**src/hdl/assert_macros.svh**
```systemverilog
// Assertion macros used by the hash map back end.
// No dependencies.
`ifndef ASSERT_MACROS_SVH
`define ASSERT_MACROS_SVH
`define CHK_IMPL(label, clk, rst, pre, post) \
   label: assert property (@(posedge clk) disable iff (rst) (pre) |-> (post)) \
      else $error("check failed");
`define CHK_NEXT(label, clk, rst, pre, post) \
   label: assert property (@(posedge clk) disable iff (rst) (pre) |=> (post)) \
      else $error("check failed");
`endif

```
**src/hdl/oahm_pkg.sv**
```systemverilog
// Types and constants for the open-address hash map.
// No dependencies.
package oahm_pkg;
   localparam logic [31:0] HASH_MULT  = 32'd2654435761;
   localparam int          HASH_SHIFT = 4;
   localparam int          LOAD_DEN   = 10;
   localparam int          LOAD_NUM   = 7;

   typedef enum logic [1:0] {
      MARK_EMPTY = 2'd0,
      MARK_LIVE  = 2'd1,
      MARK_TOMB  = 2'd2
   } mark_type;

   typedef enum logic [1:0] {
      ST_DONE    = 2'd0,
      ST_MISSING = 2'd1,
      ST_FULL    = 2'd2
   } status_type;

   typedef enum logic {
      OP_INSERT = 1'b0,
      OP_TAKE   = 1'b1
   } opcode_type;

   typedef enum logic [2:0] {
      BK_IDLE,
      BK_HASH,
      BK_READ,
      BK_WAIT,
      BK_CHECK,
      BK_SCRUB,
      BK_DONE
   } back_state_type;
endpackage

```
**src/hdl/oahm_front.sv**
```systemverilog
// Front end: accepts request words, computes the home slot, two-entry queue.
// Depends on oahm_pkg.
module oahm_front
   import oahm_pkg::*;
#(
   parameter int SLOT_BITS = 8,
   parameter int KEY_BITS  = 32
) (
   input  logic                 clock,
   input  logic                 reset,
   input  logic                 req_valid,
   output logic                 req_stall,
   input  logic                 req_opcode,
   input  logic [31:0]          req_key,
   input  logic [31:0]          req_value,
   output logic                 q_valid,
   input  logic                 q_pop,
   output logic                 q_opcode,
   output logic [KEY_BITS-1:0]  q_key,
   output logic [31:0]          q_value,
   output logic [SLOT_BITS-1:0] q_home
);
   logic                 op_ff [2];
   logic [KEY_BITS-1:0]  key_ff [2];
   logic [31:0]          val_ff [2];
   logic [SLOT_BITS-1:0] home_ff [2];
   logic [1:0]           cnt_ff, cnt_in;
   logic                 wr_ff, wr_in, rd_ff, rd_in;
   logic [KEY_BITS-1:0]  key_ext;
   logic [KEY_BITS-1:0]  key_sh;
   logic [63:0]          prod;
   logic                 push;

   always_comb begin
      if (KEY_BITS >= 32) key_ext = KEY_BITS'(req_key);
      else                key_ext = req_key[KEY_BITS-1:0];
      key_sh = key_ext >> HASH_SHIFT;
      prod   = 64'(key_sh[SLOT_BITS-1:0]) * 64'(HASH_MULT);
   end

   assign req_stall = (cnt_ff == 2'd2);
   assign push      = req_valid && !req_stall;
   assign q_valid   = (cnt_ff != 2'd0);
   assign q_opcode  = op_ff[rd_ff];
   assign q_key     = key_ff[rd_ff];
   assign q_value   = val_ff[rd_ff];
   assign q_home    = home_ff[rd_ff];

   always_comb begin
      wr_in  = push ? !wr_ff : wr_ff;
      rd_in  = (q_pop && q_valid) ? !rd_ff : rd_ff;
      cnt_in = cnt_ff + 2'(push) - 2'(q_pop && q_valid);
   end

   always_ff @(posedge clock) begin
      if (reset) begin
         cnt_ff <= '0;
         wr_ff  <= 1'b0;
         rd_ff  <= 1'b0;
      end else begin
         cnt_ff <= cnt_in;
         wr_ff  <= wr_in;
         rd_ff  <= rd_in;
      end
   end

   always_ff @(posedge clock) begin
      if (push) begin
         op_ff[wr_ff]   <= req_opcode;
         key_ff[wr_ff]  <= key_ext;
         val_ff[wr_ff]  <= req_value;
         home_ff[wr_ff] <= prod[SLOT_BITS-1:0];
      end
   end
endmodule

```
**config.mk**
```make
export PLATFORM = sky130hd
export DESIGN_NAME = oahm_front
export DESIGN_NICKNAME = d
export VERILOG_FILES = /design/src/hdl/assert_macros.svh /design/src/hdl/oahm_pkg.sv /design/src/hdl/oahm_front.sv
export SDC_FILE = /design/constraint.sdc
export NUM_CORES = 1
export LEC_CHECK = 0
export BUFFER_PORTS_ARGS = -buffer_cell sky130_fd_sc_hd__clkbuf_2
export CORE_ASPECT_RATIO = 1.1
export CORE_MARGIN = 4
export CORE_UTILIZATION = 30
export DETAILED_ROUTE_END_ITERATION = 8
export PLACE_DENSITY = 0.54
export SLEW_MARGIN = 20
export SYNTH_ARGS = -nofsm -noshare
export SYNTH_HDL_FRONTEND = slang
export SYNTH_SLANG_ARGS = --single-unit
```
**constraint.sdc**
```tcl
create_clock -name clock -period 2.4 [get_ports clock]
set_clock_uncertainty 0.05 [all_clocks]
set_input_delay 0.12 -clock clock [delete_from_list [all_inputs] [get_ports clock]]
set_output_delay 0.12 -clock clock [all_outputs]
set_load 0.01 [all_outputs]
```
Word level (Yosys, flattened, before mapping)
Memories as Yosys holds them, arrays and structs flattened. A register that Yosys moved wholly into a read port is not among the register bits.
Cells that the tools add are included.
{"block": "word_totals", "regBits": 4, "ramBits": 146, "inputBits": 69, "wordCells": 27, "memories": 4}
{"block": "classes", "add_sub_neg": 2, "multipliers": 1, "eq_ne": 1, "n_mux": 10, "n_reduce_logical": 6}
{"memory": "key_ff", "words": 2, "width": 32, "rd": 1, "rd_clocked_by_memory_dff": 1, "write_ports": 1, "line_no": "oahm_front.sv:24", "text": "logic [KEY_BITS-1:0] key_ff [2];"}
{"memory": "val_ff", "words": 2, "width": 32, "rd": 1, "rd_clocked_by_memory_dff": 1, "write_ports": 1, "line_no": "oahm_front.sv:25", "text": "logic [31:0] val_ff [2];"}
{"memory": "home_ff", "words": 2, "width": 8, "rd": 1, "rd_clocked_by_memory_dff": 1, "write_ports": 1, "line_no": "oahm_front.sv:26", "text": "logic [SLOT_BITS-1:0] home_ff [2];"}
{"memory": "op_ff", "words": 2, "width": 1, "rd": 1, "rd_clocked_by_memory_dff": 1, "write_ports": 1, "line_no": "oahm_front.sv:23", "text": "logic op_ff [2];"}
{"op": "8-bit by 32-bit multiplier with 8-bit output, second input constant", "n": 1}
{"op": "1-bit two-way mux", "n": 10}
{"op": "1-bit zero test", "n": 3}
{"op": "2-bit by 1-bit adder with 2-bit output", "n": 1}
{"op": "2-bit equality test, second input constant", "n": 1}
{"op": "1-bit logical AND", "n": 2}
{"op": "2-bit nonzero test", "n": 1}
{"op": "2-bit by 1-bit subtractor with 2-bit output", "n": 1}

Logic depth before layout (Yosys ltp)
Gate-level depths: netlist of the first run.
{"block": "depth", "ltp_word": 5, "depth_mapped": 9, "ltp_nobuf": 9}

Worst setup path after synthesis of the first run
No wires, ideal clock.
{"block": "synth_path", "path_type": "register to register", "start": "register cnt_ff[0]", "end": "memory home_ff[0][0], enable pin", "setup_ps": 423, "t_arrival_ps": 2205, "required_time_ps": 1927, "slack_ps": -278, "stages_incl_launch_ff": 5, "path_cell_list": "dfxtp_1 nand2b_2 inv_2 or3_1 inv_1"}
{"block": "synth_via", "elab_chain_cells": 5}
{"element": "start, declared", "line_no": "oahm_front.sv:27", "text": "logic [1:0] cnt_ff, cnt_in;"}
{"element": "start signal, assigned", "line_no": "oahm_front.sv:61", "text": "cnt_ff <= cnt_in;"}
{"element": "2-bit equality test", "line_no": "oahm_front.sv:41", "text": "assign req_stall = (cnt_ff == 2'd2);"}
{"element": "via req_stall", "line_no": "oahm_front.sv:12", "text": "output logic req_stall,"}
{"element": "1-bit zero test", "line_no": "oahm_front.sv:42", "text": "assign push = req_valid && !req_stall;"}
{"element": "1-bit logical AND", "line_no": "oahm_front.sv:42"}
{"element": "1-bit two-way mux", "line_no": "oahm_front.sv:68", "text": "if (push) begin"}
{"element": "1-bit two-way mux (not written as such)", "line_no": "oahm_front.sv:72", "text": "home_ff[wr_ff] <= prod[SLOT_BITS-1:0];"}
{"element": "end, declared", "line_no": "oahm_front.sv:26"}
The timed path passes the listed nets, and every way through them passes these cells.

Worst setup path in the final report of the first run
{"block": "layout_path", "start": "input port req_key[5]", "end": "memory home_ff[0][7] (data pin)"}
{"block": "layout_via", "elab_chain_cells": 1}
{"element": "start, declared", "line_no": "oahm_front.sv:14", "text": "input logic [31:0] req_key,"}
{"element": "8-bit by 32-bit multiplier with 8-bit output", "line_no": "oahm_front.sv:38", "text": "prod = 64'(key_sh[SLOT_BITS-1:0]) * 64'(HASH_MULT);"}
{"element": "via prod[7]", "line_no": "oahm_front.sv:31", "text": "logic [63:0] prod;"}
The timed path passes the listed nets, and every way through them passes these cells.

==> results of run 1 <==
==> path summary, 6_finish.rpt <==
path / startpoint / to / slack [ns] / cells past startpoint
worst max-delay path: req_key[5] / home_ff[0][7]$_DFFE_PP_ / 0.10 / 10
worst min-delay path: req_valid / wr_ff$_SDFFE_PP0N_ / 0.07 / 4
worst max register to register: cnt_ff[0]$_SDFF_PP0_ / val_ff[0][16]$_DFFE_PP_ / 0.50 / 5
worst min register to register: wr_ff$_SDFFE_PP0N_ / wr_ff$_SDFFE_PP0N_ / 0.45 / 2
==> registers in the layout (all words and copies together) (netlist names), named ones only <==
name	flops
val_ff	64
key_ff	56
home_ff	16
cnt_ff	2
op_ff	2
rd_ff	1
wr_ff	1
==> area by class of cell <==
type / instances / share of cell area
Inverter: 8 / 0.00441
Tap cell: 238 / 0.0389
Multi-Input combinational cell: 102 / 0.145
Clock buffer: 17 / 0.0555
Clock inverter: 13 / 0.0131
Timing Repair Buffer: 213 / 0.189
Sequential cell: 143 / 0.554
==> per-layer routing <==
layer | GRT usage | part of all wire | vias to the layer above
li1 | - | - | 1460
met2 | 0.184 | 0.53 | 85
met1 | 0.120 | 0.39 | 1514
met5 | 0 | 0 | -
met3 | 0.0420 | 0.064 | 10
met4 | 0.0408 | 0.012 | 0
==> synthesized netlist by cell type <==
master	instances	area [um^2]
inv_1	7	26.3
mux2_4	10	150
or3_1	1	6.26
ha_1	9	113
xor2_1	1	8.76
and2_1	1	6.26
nand2b_2	1	8.76
fa_1	1	20.0
a21oi_1	1	5.00
edfxtp_1	138	4140
nor2_1	3	11.3
or2_2	1	6.26
nor3_1	1	5.00
buf_6	2	22.5
buf_4	4	30.0
mux2_2	59	664
buf_2	5	25.0
buf_8	1	15.0
inv_2	1	3.75
and3_1	1	6.26
nor2b_1	1	6.26
xnor2_1	8	70.1
o21a_1	1	7.51
dfxtp_1	5	100
o21ai_0	1	5.00
nand2_1	1	3.75
==> worst max-delay path, cell delays in order <==
cell and delay [ns]:
dlygate4sd3_1 0.62, ha_1 0.30, ha_1 0.13, inv_1 0.05, fa_1 0.50, inv_1 0.04, ha_1 0.19, xnor2_1 0.18
xnor2_1 0.15, xnor2_1 0.11
==> power breakdown <==
group,total (uW),internal [uW],switching [uW],leakage [uW]
logic,2060,1020,1040,0.00137
registers,3340,3200,138,0.00133
clock network,2340,1400,949,0.000261
total,7740,5620,2120,0.00296
==> through the flow <==
stage	hold WS, ns	setup slack [ns]
floorplan	0.139	0.231
global placement	0.258	0.0400
detailed placement	0.262	0.0285
CTS	0.0482	0.0795
global route	0.0851	0.0137
finish	0.0662	0.101
==> kinds of logic (layout without fill, tap and decap cells) <==
logic type / after synthesis / count (layout) / share of synthesized area
adder cells (fa/ha/maj): 10 / 10 / 0.0242
flip-flops: 143 / 143 / 0.776
AND/OR/NAND/NOR: 11 / 11 / 0.0110
buffers and inverters: 20 / 251 / 0.0224
multiplexers: 69 / 69 / 0.149
AO/OA/AOI/OAI: 3 / 3 / 0.00320
XOR/XNOR: 9 / 9 / 0.0144
==> cell usage in the layout, fill, tap and decap left out, drive strengths merged <==
cell          instances
dlymetal6s4s          1
mux2                 69
and2                  1
ha                    9
dfxtp                 5
bufinv                1
nor2b                 1
o21ai                 1
o21a                  1
nand2b                1
clkbuf              158
and3                  1
nand2                 1
inv                   8
dlygate4sd3          65
buf                   6
nor3                  1
fa                    1
or2                   1
or3                   1
nor2                  3
clkinv               10
clkinvlp              2
edfxtp              138
a21oi                 1
xnor2                 8
xor2                  1
==> what timing repair did <==
action                                  CTS  global route
hold buffers                             66             0
endpoints found under the setup margin    0             2
resized for setup                         0             1
hold endpoints to repair                137             0
==> impl.org, run 1 <==
** Synthesis
- In this run, synthesis produced a sequential element count of 143.
- Number of warnings printed during yosys synthesis :: 0
- The number of nets handed over by synthesis was 344.
- Cell variety after synth :: 26
- Avg Inst Size Synth :: 20.6 um^2
- Post-Synthesis Cell Area :: 5470 um^2
- Of the synthesized area, sequential elements account for 0.776.
- Post-Syn Instances :: 265

** Timing
- Setup repair after global routing left no endpoint under its margin.
- Derived from the worst setup path, the maximum achievable clock frequency is 0.435 GHz.
- Final critical path time including I/O delays and setup :: 2.30 ns
- The final number of max-transition violations is 0.
- Finish-stage setup viols :: 0
- Relative max-transition margin :: 0.677
- Accumulated negative setup slack :: 0 ns
- The number of hold-slack violations in the final timing report is 0.
- Share of the cycle needed by the critical path after routing :: 0.958
- For the pin with the worst max-slew slack, the measured transition is 0.484 ns.

** Outcome
- Run status :: completed

** Final layout
- The layout has 1610 filler cells.
- Of the cells placed in the final design, the portion with a size suffix greater than 1 is 0.502.
- Summing all non-filler instances in the final layout gives an area of 7660 um^2.
- Layout net count :: 564
- In the final layout, the multi-input gates occupy 1110 um^2.
- Number of standard cells in the layout, taps in and fillers out :: 734
- Syn-to-layout area delta :: 40.1%
- Utilization of the core after routing :: 0.431
- Summing all flip-flop and latch instances after layout gives 4250 um^2.
- Antenna diode count :: 0

** Die
- For this design the top-level I/O count stands at 144.
- Die W :: 137 um
- Die Outline Area :: 20500 um^2
- The floorplan step defined a core boundary enclosing 17800 um^2.
- Core Rows :: 51
- Die Y :: 150 um
- The initial utilization of the core area, before any placement, comes to 0.307.

** CTS
- Buffer levels on the longest clock path :: 2
- The clock drives 143 sinks.
- CTS tree :: done
- Reg clk slew, reported paths :: 0.06 ns
- Clock root buffer :: clkbuf_16
- Skew-Pair Late Insertion Delay :: 0.40 ns
- Number of buffers added by the clock tree synthesis step :: 17
- Setup Buffers After CTS :: 0
- CTS H-Tree Depth :: 4

** Power and ir drop
- IR analysis of the VDD net gives a maximum drop of 668 uV.
- Power per standard cell area :: 1010 nW/um^2
- The design draws 7740 uW.
- Leakage power of the design :: 0.00296 uW

** Detailed routing
- Number of iterations in the first detailed-routing pass :: 4
- After detailed routing, the number of remaining DRC violations is 0.
- The detailed router placed 3069 vias in this run.
- For this block, the routed nets add up to 10.5 mm of wire.
- The detailed router finished its first iteration with 96 violations.
- The detail route stage leaves a number of antenna-violating nets equal to 0.
- After detailed routing, the average wire length per cell comes to 14.3 um.
- Using the TritonRoute via totals, the vias-per-cell ratio works out to 4.18.

** Placement
- Post-place instance area :: 6490 um^2
- In this run the tool buffered the top-level ports with 143 buffer cells.
- Counting tap cells, the placed design contains a total of 640 instances.
- Post-detail-place hpwl :: 6.68 mm
- RD Place Congestion :: 0.687

** Job
- The tool flagged a number of max-cap violations equal to 0.

** Critical path
- At the worst endpoint, the required time is 2.50 ns.
- The worst setup path is of the in -> reg kind.
- Critical Path Start Type :: input port
- STA puts the critical path data arrival time at 2.39 ns.
- Worst-path fanout max :: 4
- Endpoint type of the worst setup path :: register

** GRT
- Initial antenna violation count :: 0
- Entering global routing, the biggest net connects 70 pins.
- The first global-routing pass estimated 16.7 mm of wire.
- Overall overflow remaining after global route :: 0
- Total Routing Usage GR :: 0.108
- Number of global-route vias before repair :: 3323

** Worst hold path
- In this run the worst hold path is classified as in -> reg.
Power figures use the tool's default switching activity.
==> run 2: changes to the inputs <==
--- a/config.mk
+++ b/config.mk
@@ -10,7 +10,7 @@
 export CORE_MARGIN = 4
 export CORE_UTILIZATION = 30
 export DETAILED_ROUTE_END_ITERATION = 8
-export PLACE_DENSITY = 0.54
+export PLACE_DENSITY = 0.52
 export SLEW_MARGIN = 20
 export SYNTH_ARGS = -nofsm -noshare
 export SYNTH_HDL_FRONTEND = slang
==> constraint.sdc (replaced) <==
create_clock -name clock -period 2.19 [get_ports clock]
set_clock_uncertainty 0.05 [all_clocks]
set_input_delay 0.1095 -clock clock [delete_from_list [all_inputs] [get_ports clock]]
set_output_delay 0.1095 -clock clock [all_outputs]
set_load 0.01 [all_outputs]
==> impl.org, run 2 (synthesized netlist as in run 1, its figures left out) <==
** CTS
- Post-cts sizing count :: 0
- Buffer levels on the longest clock path :: 2
- Buffers inserted to repair hold after CTS numbered 66.
- CTS saw 143 sinks.
- The H-tree generated during clock tree synthesis spans 4 levels.
- Clock root buffer :: clkbuf_16
- Buffers added to address setup during post-CTS repair amount to 0.
- CTS tree :: done
- At the later pin of the worst-skew pair, clock insertion delay measures 0.41 ns.
- Reg clk slew, reported paths :: 0.06 ns
- Number of buffers added by the clock tree synthesis step :: 17

** Placement
- In this run, placement finished with an instance count of 642.
- IO buf count :: 143
- The congestion estimate from routability-driven global placement came to 0.685.
- OpenSTA, run right after detailed placement, puts the worst setup slack at -0.190 ns.
- Detailed placement finished with a half-perimeter wire length of 7.01 mm.
- The placed instances occupy a cell area of 6530 um^2.

** Detailed routing
- Number of vias after detailed routing :: 3109
- Number of DRC violations after detailed routing :: 0
- Per-cell via count in the routed design :: 4.20
- Routed len/inst :: 14.7 um
- Detailed Route WL :: 10.9 mm
- Number of iterations in the first detailed-routing pass :: 3
- For this block, the initial DRC count from the detailed router was 104.
- Post-detailed-route count of antenna-violating nets :: 0

** Timing
- Number of hold violations in the final report :: 0
- The final number of max-transition violations came to 0.
- Setup repair after global routing left no endpoint under its margin.
- Finish-stage setup viols :: 0
- In the finished design, the share of the clock period the worst path needs comes to 0.917.
- Final critical path time including I/O delays and setup :: 2.01 ns
- Relative max-transition margin :: 0.721
- At the pin with the least slew margin, the transition time is 0.418 ns.
- Final setup slack of the worst path :: 0.182 ns
- Static timing analysis puts the maximum clock frequency at 0.498 GHz.

** Power and ir drop
- Part of the total power dissipated in combinational logic :: 0.259
- Peak supply drop :: 471 uV
- Power share of the sequential group :: 0.415
- Net switching power :: 2390 uW
- Switching fraction of total power :: 0.271
- The internal power of the cells totals 6450 uW.
- The analysis attributes to cell leakage a power of 0.00300 uW.
- Clock share of power :: 0.326
- Total power for the finished layout comes to 8840 uW.
- Power spread over the standard cell area amounts to 1140 nW/um^2.

** Final layout
- Most frequent standard cell in the layout excluding fill and tap cells :: clkbuf_2
- Summing all multi-input logic gate instances after layout gives 1110 um^2.
- Top reg by flops :: val_ff
- Syn-to-layout area delta :: 42.2%
- Number of filler instances in the final layout :: 1608
- Layout net count :: 568
- The largest registers in the layout are val_ff x64, key_ff x56, home_ff x16.
- Post-Layout Inst Area :: 7780 um^2
- After the flow finishes, the layout carries non-filler instances totaling 740.
- Combined flip-flop and latch cell area :: 4250 um^2
- Number of flip-flops under the largest register name :: 64
- The number of antenna diodes in the final layout is 0.
- Of the cells placed in the final design, the portion with a size suffix greater than 1 is 0.512.
- Utilization of the core after routing :: 0.437
- Most frequent cells in the layout :: 143 x clkbuf_2, 138 x edfxtp_1, 66 x dlygate4sd3_1

** Critical path
- The most numerous cell type found on the critical path is xnor2_1.
- Cell with the largest stage delay on the worst path :: dlygate4sd3_1
- Of all nets on the critical path, the largest fanout is 3.
- STA puts the critical path data arrival time at 2.11 ns.
- STA classifies the critical path startpoint as an input port.
- Crit path buf inv count :: 4
- Worst path top cell family by delay :: adder cells
- CP cell instances :: dlygate4sd3_1 -> clkbuf_2 -> ha_1 -> inv_1 -> fa_1 -> inv_1 -> ha_1 -> xnor2_1 -> xnor2_1 -> xnor2_1
- Endpoint type of the worst setup path :: register
- Critical Setup Path Class :: in -> reg
- At the worst endpoint, the required time is 2.29 ns.
- Critical Path Max Stage Delay :: 0.52 ns

** Die
- From left edge to right edge, the die measures 137 um.
- The die is 150 um tall.
- The floorplan step defined a core boundary enclosing 17800 um^2.
- During I/O placement, the number of pins put on the boundary was 144.
- Die Outline Area :: 20500 um^2
- The floorplan has 51 rows.
- For this configuration, the core starts out at a cell density of 0.307.

** Worst hold path
- The tightest min-delay check is of the in -> reg type.

** Job
- Max-cap violations in this run came to 0.

** Outcome
- The flow ran to the end, and the final reports show no timing, DRC or antenna violations.

** GRT
- Total Routing Usage GR :: 0.110
- The first global-routing pass estimated 17.0 mm of wire.
- Pin count of the biggest net entering global routing :: 70
- Number of global-route vias before repair :: 3418
- After global routing the overflow that remains totals 0.
- The number of antenna violations at the first check in global routing came to 0.
[run 2: stage by stage]
step / hold slack [ns] / TNS (ns)
finish: 0.0439 / 0
global route: 0.0552 / 0
CTS: 0.0228 / 0
detailed placement: 0.252 / -0.380
global placement: 0.249 / -0.298
floorplan: 0.129 / 0
[run 2: final timing paths]
check,slack [ns],start,cells after the start,endpoint
setup / recovery,0.18,req_key[9],10,home_ff[1][7]$_DFFE_PP_
hold / removal,0.04,req_valid,4,wr_ff$_SDFFE_PP0N_
setup reg to reg,0.48,cnt_ff[0]$_SDFF_PP0_,5,val_ff[0][11]$_DFFE_PP_
hold reg to reg,0.45,wr_ff$_SDFFE_PP0N_,2,wr_ff$_SDFFE_PP0N_
[run 2: worst register-to-register path, stage by stage (launching register included)]
cell	delay, ns
dfxtp_1	0.36
nand2b_2	0.16
inv_2	0.04
or3_1	0.36
clkinvlp_4	0.17
buf_12	0.22
[run 2: area by class of cell]
class,instances,area share
sequential,143,0.546
tap,238,0.0383
clock inverter,14,0.0212
multi-input combinational,102,0.142
timing repair buffer,217,0.193
clock buffer,18,0.0552
inverter,8,0.00434
[run 2: power by group through the flow]
stage	sequential, uW	clock [uW]	combinational (uW)
final	3670	2880	2290
after global routing	3720	3120	2490
after CTS	3690	2980	2360
after detailed placement	3740	0	2260
after global placement	3720	0	2230
after floorplan	3640	0	1470
[run 2: routing by layer]
metal	vias to the layer above	part of all wire	wire [um]	GRT usage
li1	1471	-	-	-
met1	1530	0.40	4390	0.120
met2	92	0.52	5660	0.193
met3	16	0.064	692	0.0427
met4	0	0.014	156	0.0393
met5	-	0	0	0
